## config.mk

```make
export PLATFORM = sky130hd
export DESIGN_NAME = srv_isqrt
export DESIGN_NICKNAME = d
export VERILOG_FILES = /design/src/srv_isqrt.sv
export SDC_FILE = /design/constraint.sdc
export NUM_CORES = 2
export LEC_CHECK = 0
export ABC_AREA = 1
export BUFFER_PORTS_ARGS = -buffer_cell sky130_fd_sc_hd__buf_2
export CORE_ASPECT_RATIO = 1.2
export CORE_MARGIN = 1
export CORE_UTILIZATION = 25
export DETAILED_ROUTE_END_ITERATION = 7
export SLEW_MARGIN = 20
export SYNTH_ARGS = -nofsm -noshare
export SYNTH_HDL_FRONTEND = slang
export SYNTH_SLANG_ARGS = --single-unit
```

## constraint.sdc

```tcl
create_clock -name clock -period 4.52 [get_ports clock]
set_input_delay 0.226 -clock clock [delete_from_list [all_inputs] [get_ports clock]]
set_output_delay 0.226 -clock clock [all_outputs]
set_load 0.05 [all_outputs]
```

## src/srv_isqrt.sv

```systemverilog
// Pipelined integer square root, one root bit per register stage, with side payload.
module srv_isqrt #(
   parameter int XW = 56,
   parameter int PW = 1
) (
   input  logic             clock,
   input  logic             reset,
   input  logic             en,
   input  logic             in_vld,
   input  logic [XW-1:0]    in_x,
   input  logic [PW-1:0]    in_pay,
   output logic             out_vld,
   output logic [XW/2-1:0]  out_root,
   output logic [PW-1:0]    out_pay
);

   localparam int RW = XW / 2;
   localparam int TW = XW + 1;

   logic          vld_ff  [RW];
   logic [TW-1:0] rem_ff  [RW];
   logic [RW-1:0] root_ff [RW];
   logic [PW-1:0] pay_ff  [RW];

   for (genvar i = 0; i < RW; i++) begin : g_stage
      localparam int B = RW - 1 - i;
      logic          vld_i;
      logic [TW-1:0] rem_i;
      logic [RW-1:0] root_i;
      logic [PW-1:0] pay_i;
      logic [TW-1:0] test;
      logic          ge;

      if (i == 0) begin : g_first
         assign vld_i  = in_vld;
         assign rem_i  = TW'(in_x);
         assign root_i = '0;
         assign pay_i  = in_pay;
      end else begin : g_next
         assign vld_i  = vld_ff[i-1];
         assign rem_i  = rem_ff[i-1];
         assign root_i = root_ff[i-1];
         assign pay_i  = pay_ff[i-1];
      end

      // (r + 2^b)^2 - r^2 = r * 2^(b+1) + 2^(2b)
      assign test = (TW'(root_i) << (B + 1)) + (TW'(1) << (2 * B));
      assign ge   = rem_i >= test;

      always_ff @(posedge clock) begin
         if (reset) begin
            vld_ff[i] <= 1'b0;
         end else if (en) begin
            vld_ff[i] <= vld_i;
         end
      end

      always_ff @(posedge clock) begin
         if (en) begin
            rem_ff[i]  <= ge ? rem_i - test : rem_i;
            root_ff[i] <= ge ? (root_i | (RW'(1) << B)) : root_i;
            pay_ff[i]  <= pay_i;
         end
      end
   end

   assign out_vld  = vld_ff[RW-1];
   assign out_root = root_ff[RW-1];
   assign out_pay  = pay_ff[RW-1];

endmodule

```

==> results.cfg <==
[status]
status = finished, final reports clean

[detailed_routing]
drt_iter0_markers = 5334
dr.pass1.iters = 6
num_vias = 90790
avgRoutedWirePerCell_um = 20.73
wl_um = 423600
via_per_inst = 4.443
ant_nets = 0
drc = 0

[synth]
synth_area_mm2 = 0.1150
yosys.area.top_type = edfxtp_1
yosysSeqAreaShare_pct = 52.26
syn-mean-instance-area_um2 = 8.352
ys_types = 56
synth-seq-cells = 2001
synth_nets = 14260
synth_area_leaders = edfxtp_1 52%, nand2_1 15%, inv_1 7.5%
synth_top_area_share_pct = 52.26
yosysWarnings = 0
synth_cells = 13770

[critical_path]
r2r_setup_slack_ns = 0.34
max_stage_delay_ns = 0.63
reg2reg_depth = 11
start_kind = flip-flop
timing.rr.start = root_ff[0][391]
crit_top_cell = nand2_1
slowest_stage = nor3_1
path_cells = inv_1 > ha_1 > nand2_1 > nor2_1 > nand2_1 > nor3_1 > nand2_1 > nand3_1 > inv_2 > nand2_1 > nand2_1
worstPathArrival_ns = 4.80
path_class = flip-flop to flip-flop
required_ns = 5.14
r2r_end = rem_ff[14][34]
end_kind = flip-flop
critPathMaxFanout = 19

[sta]
fin_crit_sh_pct = 92.50
clock_skew_ns = 0.1704
max_freq_mhz = 239.2
final.setup.worst_slack_ns = 0.3389
holdWs_ns = 0.1108
rsz0062_at_grt = false
drv_slew = 0
max_slew.worst_pin.slew_ns = 1.221
min_period_ns = 4.181
final_hold_viol_count = 0
max_slew_margin_pct = 18.27
setup_viol = 0
setup_tns_ns = 0

[cells_and_area]
seqCellArea_mm2 = 0.06009
nNetsFinal = 14710
syn2layout_area_growth_pct = 14.72
fill_cells = 48770
final_cells = 20440
layout_common_cells = 4580 x nand2_1, 2301 x inv_1, 2001 x edfxtp_1
mostFrequentLayoutCell = nand2_1
multiInputGateArea_mm2 = 0.04543
final_layout_size_suffix_gt1_share_pct = 5.819

[placement]
io_buffer_count = 90
dp_slack_ns = 0.3119
gp_congestion = 0.9851
dp.cells = 19910
dp_hpwl_um = 350700

[run]
drv_cap = 0

[hold_path]
min_to = rem_ff[0][40]
hold_depth = 2
min_from = in_x[40]
hold_class = input pin to flip-flop

[floorplanning]
core_area_mm2 = 0.4577
initial_core_util_pct = 25.12
ios = 91
die_h_um = 744.9
die_area_mm2 = 0.4626
row_count = 272
die_w_um = 621.1

[clocking]
clkSlewWorstSetupHoldPaths_ns = 0.06
root_buffer = clkbuf_16
cts.sinks = 2001
cts_tree = done
clk_latency_ns = 1.01
cts_buffers = 223
cts_buffer_depth = 4
post-cts-setup-buffer-count = 0
htreeDepth = 4

[power_and_ir_drop]
ir_drop_mv = 0.3980
p_leak_nw = 56.99
p_per_area_mw_per_mm2 = 449.7

[global_route]
grt.total_usage_pct = 17.81
grt_overflow = 0
grt_pass1_vias = 92690
grt_pass1_wl_um = 602500
antenna_found_initial = 4
grt_max_degree = 159
logic make-up (layout without fill, tap and decap cells):
logic type      Yosys count  after routing  share of synthesized area (%)
fa+ha+maj               432            432                          4.701
simple gates           7655           7655                          27.59
other cells               0              5                              0
buf+inv                2428           3064                          8.265
xor+xnor                370            370                          2.818
compound gates          880            880                          4.366
flops                  2001           2001                          52.26
cell usage after synthesis, drive strengths merged:
cell / instances
nand2: 4627
inv: 2324
edfxtp: 2001
nor2: 1598
nand3: 733
a21oi: 523
ha: 432
o21ai: 282
nand4: 261
xor2: 230
nor3: 169
xnor2: 140
nand3b: 106
nor4: 97
buf: 94
or2: 28
and2: 22
o21bai: 21
a21o: 13
a21boi: 11
o211ai: 11
clkbuf: 8
nor3b: 8
o21a: 7
a211oi: 4
and3: 4
o2111ai: 4
a31oi: 2
clkinv: 2
a41oi: 1
nor2b: 1
nor4b: 1
o31ai: 1
how the worst max path moves through the flow:
| stage | startpoint | end | slack (ns) | cells past startpoint |
|---|---|---|---|---|
| floorplan | rem_ff[23][31] | rem_ff[24][10] | 2.34 | 14 |
| global placement | rem_ff[13][41] | rem_ff[14][34] | 0.33 | 10 |
| detailed placement | rem_ff[13][41] | rem_ff[14][34] | 0.31 | 10 |
| CTS | root_ff[0][391] | rem_ff[14][34] | 0.27 | 11 |
| global route | root_ff[0][391] | rem_ff[14][34] | 0.15 | 11 |
| finish | root_ff[0][391] | rem_ff[14][34] | 0.34 | 11 |
routing by layer:
layer,vias up,global-route usage (%),share of wire (%)
met1,42150,14.77,31
met5,-,0,0.0031
met2,2081,35.31,54
met3,1154,1.883,2.9
li1,45400,-,-
met4,2,18.43,12
state kept, by name, summed over array words and instances (netlist names):
register  count
vld_ff       28
root_ff     406
pay_ff       28
rem_ff     1539
critical path: cells and delay by family, from the launching register on:
kind                       cells  cell delay, ns
adders and majority gates      1            0.37
buffers and inverters          2            0.43
DFF                            1            0.39
and+or+nand+nor                8            2.59
power breakdown:
part           internal (mW)  total, mW  switching [mW]  leakage, nW
Sequential              23.2       25.2            2.01         19.3
Combinational           4.58       15.6            11.1         34.2
Clock                   10.2       18.4            8.24         3.48
metrics by stage:
stage	power (mW)	instance area, um2	utilization [%]
4_1_cts	59.88	131900	28.81
5_1_grt	62.16	131900	28.81
2_1_floorplan	34.30	115000	-
3_3_place_gp	41.20	123500	26.98
6_report	59.32	131900	28.82
3_5_place_dp	41.16	123500	26.98
layout make-up:
| cell class | count | area share [%] |
|---|---|---|
| antenna | 5 | 0.009486 |
| clock buffer | 253 | 4.332 |
| clock inverter | 156 | 1.166 |
| inverter | 2326 | 6.624 |
| multi-input combinational | 9337 | 34.44 |
| sequential | 2001 | 45.55 |
| tap | 6028 | 5.718 |
| timing repair buffer | 329 | 2.157 |
what timing repair did:
item / in CTS / in global routing
hold buffers: 114 / 0
resized for setup: 0 / 0
hold endpoints to repair: 147 / 0
Power figures use the tool's default switching activity.
