**src/srv_pkg.sv**
```systemverilog
// Shared constants and types for the refraction vector block.
package srv_pkg;

   localparam int FRAC              = 24;  // internal fraction bits
   localparam int IW                = 25;  // internal component width
   localparam int ETA_W             = 27;  // eta, unsigned Q.24, at most 4.0
   localparam int ETA2_W            = 29;  // eta squared, unsigned Q.24
   localparam int INDEX_W           = 16;
   localparam int INDEX_MIN         = 1024;
   localparam int INDEX_RESET       = 4096;
   localparam int DIVD_W            = 37;  // 2^36 plus rounding term
   localparam int DIV_STEPS         = 37;
   localparam int MUL_STEPS         = 27;
   localparam int STEP_CNT_W        = 6;
   localparam int COMPONENT_BITS_DEF = 16;

   typedef struct packed {
      logic              busy;
      logic [ETA_W-1:0]  eta;
      logic [ETA2_W-1:0] eta2;
   } coef_type;

   typedef enum logic [2:0] {
      ST_IDLE = 3'b001,
      ST_DIV  = 3'b010,
      ST_MUL  = 3'b100
   } eta_state_type;

endpackage

```
**src/srv_eta.sv**
```systemverilog
// Index register with a serial reciprocal and squaring sequencer for eta and eta^2.
module srv_eta (
   input  logic                         clock,
   input  logic                         reset,
   input  logic                         csr_valid,
   output logic                         csr_ready,
   input  logic [srv_pkg::INDEX_W-1:0]  csr_data,
   output srv_pkg::coef_type            coef
);

   localparam int W  = srv_pkg::INDEX_W;
   localparam int DW = srv_pkg::DIVD_W;
   localparam int EW = srv_pkg::ETA_W;
   localparam int AW = 2 * EW - 1;
   localparam int CW = srv_pkg::STEP_CNT_W;

   srv_pkg::eta_state_type state_ff, state_in;
   logic [W-1:0]               idx_ff, idx_in;
   logic [W-1:0]               rem_ff, rem_in;
   logic [DW-1:0]              num_ff, num_in;
   logic [EW-1:0]              quo_ff, quo_in;
   logic [EW-1:0]              mplier_ff, mplier_in;
   logic [AW-1:0]              mcand_ff, mcand_in;
   logic [AW-1:0]              acc_ff, acc_in;
   logic [CW-1:0]              cnt_ff, cnt_in;
   logic [EW-1:0]              eta_ff, eta_in;
   logic [srv_pkg::ETA2_W-1:0] eta2_ff, eta2_in;
   logic [W:0]                 trial;
   logic                       ge;
   logic [W-1:0]               idx_cl;

   assign csr_ready = state_ff == srv_pkg::ST_IDLE;
   assign idx_cl    = (csr_data < W'(srv_pkg::INDEX_MIN)) ? W'(srv_pkg::INDEX_MIN) : csr_data;
   assign trial     = {rem_ff, num_ff[DW-1]};
   assign ge        = trial >= {1'b0, idx_ff};

   always_comb begin
      state_in  = state_ff;
      idx_in    = idx_ff;
      rem_in    = rem_ff;
      num_in    = num_ff;
      quo_in    = quo_ff;
      mplier_in = mplier_ff;
      mcand_in  = mcand_ff;
      acc_in    = acc_ff;
      cnt_in    = cnt_ff;
      eta_in    = eta_ff;
      eta2_in   = eta2_ff;
      unique case (state_ff)
         srv_pkg::ST_IDLE: begin
            if (csr_valid) begin
               idx_in   = idx_cl;
               rem_in   = '0;
               quo_in   = '0;
               cnt_in   = '0;
               num_in   = (DW'(1) << (DW - 1)) | DW'(idx_cl >> 1);
               state_in = srv_pkg::ST_DIV;
            end
         end
         srv_pkg::ST_DIV: begin
            // restoring division, one quotient bit per cycle
            rem_in = ge ? W'(trial - {1'b0, idx_ff}) : trial[W-1:0];
            quo_in = {quo_ff[EW-2:0], ge};
            num_in = num_ff << 1;
            cnt_in = cnt_ff + CW'(1);
            if (cnt_ff == CW'(srv_pkg::DIV_STEPS - 1)) begin
               eta_in    = quo_in;
               mplier_in = quo_in;
               mcand_in  = AW'(quo_in);
               acc_in    = '0;
               cnt_in    = '0;
               state_in  = srv_pkg::ST_MUL;
            end
         end
         srv_pkg::ST_MUL: begin
            // shift-add square of eta
            acc_in    = acc_ff + (mplier_ff[0] ? mcand_ff : '0);
            mcand_in  = mcand_ff << 1;
            mplier_in = mplier_ff >> 1;
            cnt_in    = cnt_ff + CW'(1);
            if (cnt_ff == CW'(srv_pkg::MUL_STEPS - 1)) begin
               eta2_in  = acc_in[srv_pkg::FRAC +: srv_pkg::ETA2_W];
               state_in = srv_pkg::ST_IDLE;
            end
         end
         default: state_in = srv_pkg::ST_IDLE;
      endcase
   end

   always_ff @(posedge clock) begin
      if (reset) begin
         state_ff <= srv_pkg::ST_IDLE;
         eta_ff   <= EW'(1) << srv_pkg::FRAC;
         eta2_ff  <= srv_pkg::ETA2_W'(1) << srv_pkg::FRAC;
      end else begin
         state_ff <= state_in;
         eta_ff   <= eta_in;
         eta2_ff  <= eta2_in;
      end
   end

   always_ff @(posedge clock) begin
      idx_ff    <= idx_in;
      rem_ff    <= rem_in;
      num_ff    <= num_in;
      quo_ff    <= quo_in;
      mplier_ff <= mplier_in;
      mcand_ff  <= mcand_in;
      acc_ff    <= acc_in;
      cnt_ff    <= cnt_in;
   end

   assign coef.busy = state_ff != srv_pkg::ST_IDLE;
   assign coef.eta  = eta_ff;
   assign coef.eta2 = eta2_ff;

endmodule

```
**config.mk**
```make
export PLATFORM = sky130hd
export DESIGN_NAME = srv_eta
export DESIGN_NICKNAME = d
export VERILOG_FILES = /design/src/srv_pkg.sv /design/src/srv_eta.sv
export SDC_FILE = /design/constraint.sdc
export NUM_CORES = 1
export LEC_CHECK = 0
export BUFFER_PORTS_ARGS = -buffer_cell sky130_fd_sc_hd__buf_4
export CORE_MARGIN = 2
export CORE_UTILIZATION = 65
export CTS_CLUSTER_SIZE = 40
export DETAILED_ROUTE_END_ITERATION = 12
export PLACE_DENSITY = 0.83
export SYNTH_ARGS = -nofsm -noshare
export SYNTH_HDL_FRONTEND = slang
export SYNTH_SLANG_ARGS = --single-unit
```
**constraint.sdc**
```tcl
create_clock -name clock -period 8.84 [get_ports clock]
set_input_delay 0 -clock clock [delete_from_list [all_inputs] [get_ports clock]]
set_output_delay 0 -clock clock [all_outputs]
set_load 0.01 [all_outputs]
```
==> run_results.csv <==
group,metric,value,unit
place,dpl_worst_slack,5.036,ns
timing,grt_setup_unrepaired,"no",
layout,final_common_cell,"nand2_1",
die,die_area,25350,um^2
worst_hold_path,min_path_type,"input port to flip-flop",
die,initial_core_util,66.51,%
detailed_routing,ant_nets,0,
cts,post-cts-setup-buffers,0,
yosys,synthArstFlopShare,0,%
worst_setup_path,slowest_delay,0.44,ns
pwr,p_per_area,169.0,nW/um^2
layout,multi_input_area,6982,um^2
detailed_routing,first_iter_violations,1175,
detailed_routing,finalWirelength,35410,um
die,core_area,23540,um^2
yosys,syn_inst,1565,
timing,relSlewSlack,24.13,%
worst_setup_path,r2r_start,"mplier_ff[0]",
timing,finalCritPeriodShare,42.98,%
die,rows,56,
pwr,vdd_drop_max,0.2053,mV
timing,hold_slack,0.1795,ns
cts,clk_latency,0.57,ns
detailed_routing,vias,11762,
worst_setup_path,cpMostUsedCell,"a21oi_2",
worst_setup_path,worstSetupPathType,"flip-flop to flip-flop",
die,io_pins,77,
detailed_routing,drc,0,
cts,root_buffer,"clkbuf_16",
cts,numClockSinks,293,
detailed_routing,dr.pass1.iters,5,
pwr,p_leak,7.011,nW
timing,setup_slack,5.041,ns
layout,areaGrowthSynthToFinish,11.96,%
cts,cts_max_level,1,
yosys,yosys.area.top_type,"edfxtp_1",
yosys,synthTopCellsByArea,"edfxtp_1 45%, dfxtp_1 7.5%, nand2_1 7.0%, ha_1 5.7%, and2_1 4.4%",
worst_hold_path,hold_path_end,"idx_ff[13]",
layout,final_util,74.46,%
timing,worst_slew_pin_slew,1.138,ns
yosys,synth_nets,1657,
worst_setup_path,regToRegEndpoint,"acc_ff[52]",
die,die_h,159.2,um
worst_setup_path,rrSetupSlack,5.04,ns
timing,setup_violations,0,
yosys,synth-edff-count,234,
global_route,track_usage,27.57,%
place,numPortBuffers,76,
place,dpl_cell_area,16390,um^2
worst_setup_path,slowest_stage,"a21oi_2",
timing,fmax,263.2,MHz
cts,clockBufferDepth,3,
worst_setup_path,cp_max_fo,53,
yosys,synth_top_cell_area_share,44.88,%
layout,fill_cells,1662,
die,die_w,159.2,um
worst_setup_path,cp.required,9.13,ns
cts,cts_buffers,30,
global_route,grt_pass1_vias,11489,
job,drv_cap,0,
layout,layout.nets,1707,
cts,cts_tree,"built",
layout,stdcell_area,17530,um^2
yosys,synth_seq_cells,293,
timing,min_period,3.799,ns
yosys,yosysSeqAreaShare,52.42,%
global_route,grt_pass1_wl,57500,um
cts,holdBufCountCts,18,
detailed_routing,vias_per_cell,6.007,
global_route,grt-ovfl-total,0,
global_route,grt_antenna_before_repair,0,
layout,diodes,0,
timing,tns,0,ns
worst_setup_path,crit_family,"compound AO/OA/AOI/OAI gates",
worst_setup_path,reg2reg_depth,13,
worst_setup_path,cp-end-kind,"flip-flop",
timing,fin_worst_skew,0.01913,ns
global_route,grt_max_degree,93,
worst_setup_path,path_buf_inv,1,
yosys,syn_avg_cell_area,10.00,um^2
cts,post_cts_resized,0,
timing,slew_viol_final,0,
worst_hold_path,hold_depth,2,
worst_hold_path,hold_start,"csr_data[13]",
yosys,ys_types,76,
layout,ff_latch_area,8208,um^2
cts,clk_pin_slew,0.07,ns
worst_setup_path,crit_arrival,4.09,ns
yosys,synth_ff_type,"edfxtp_1",
place,gp_congestion,0.9468,
layout,drive_above_1_share,11.04,%
worst_setup_path,crit_chain,"buf_4, and2_1, ha_1, fa_1, a211oi_1, o21ai_1, o2111ai_1, nand3_1, a21oi_2, a41oi_2, a21oi_2, xnor2_1, nor2_1",
worst_setup_path,crit_path_start_kind,"flip-flop",
layout,final_cell_mix,"288 x nand2_1, 234 x edfxtp_1, 122 x nor2_1",
detailed_routing,wl_per_cell,18.08,um
yosys,syn_area,15660,um^2
run_status,status,"complete, no violations",
place,dp_hpwl,23520,um
yosys,yosysWarnings,0,
timing,hold_viol_final,0,
[logic make-up (layout without fill, tap and decap cells)]
group	count (synthesis)	in the layout	share of synthesized area, %
and+or+nand+nor	677	677	20.47
AOI/OAI and AO/OA	305	305	12.79
DFF	293	293	52.42
buffers and inverters	128	202	3.148
adders and majority gates	73	73	5.929
xor gates and xnor gates	65	65	3.636
muxes	24	24	1.606
[area by class of cell]
class	count	area share, %
Tap cell	319	2.277
Clock inverter	11	0.4211
Timing Repair Buffer	103	4.668
Clock buffer	45	5.067
Inverter	43	0.9207
Sequential cell	293	46.82
Multi-Input combinational cell	1144	39.83
[metrics by stage]
step                      std cells  total power [W]
final                          1958         0.002963
after global routing           1958         0.003051
after detailed placement       1884         0.001749
after floorplan                1565         0.001702
after CTS                      1958         0.002973
after global placement         1884         0.001742
[flip-flops by register name, indices dropped and copies added, names as in the netlist]
name       cells
num_ff        37
rem_ff        16
state_ff       3
cnt_ff         6
quo_ff        26
eta_ff        27
mcand_ff      53
idx_ff        16
acc_ff        53
mplier_ff     27
eta2_ff       29
[synthesized netlist by cell type, drive strengths merged, types with 14 or more instances]
library cell and count:
nand2 290, edfxtp 234, nor2 124, a21oi 116, and2 111, clkbuf 71, ha 71, dfxtp 59
o21ai 59, and3 56, inv 43, xnor2 37, a21o 33, xor2 28, nand3 21, nand4 18
mux2i 15, buf 14
[report_power, final]
| part | internal [W] | total [W] | switching (W) |
|---|---|---|---|
| logic | 0.0000721 | 0.000184 | 0.000112 |
| registers | 0.00153 | 0.00155 | 0.0000200 |
| clock network | 0.000695 | 0.00123 | 0.000537 |
[layer usage]
| metal | global-route usage (%) | routed length (um) | up-vias |
|---|---|---|---|
| li1 | - | - | 5635 |
| met1 | 39.41 | 15780 | 5643 |
| met2 | 43.75 | 16310 | 406 |
| met3 | 3.933 | 2267 | 78 |
| met4 | 9.380 | 1054 | 0 |
| met5 | 0 | 0 | - |
[worst max path at each step]
stage / from / endpoint / cells past startpoint
5_1_grt: state_ff[0] / mcand_ff[52] / 7
6_report: mplier_ff[0] / acc_ff[52] / 13
3_5_place_dp: state_ff[0] / mcand_ff[52] / 7
2_1_floorplan: cnt_ff[0] / acc_ff[0] / 8
3_3_place_gp: state_ff[0] / acc_ff[47] / 7
4_1_cts: state_ff[0] / mcand_ff[51] / 7
No activity file was read; power rests on OpenSTA's default activity.
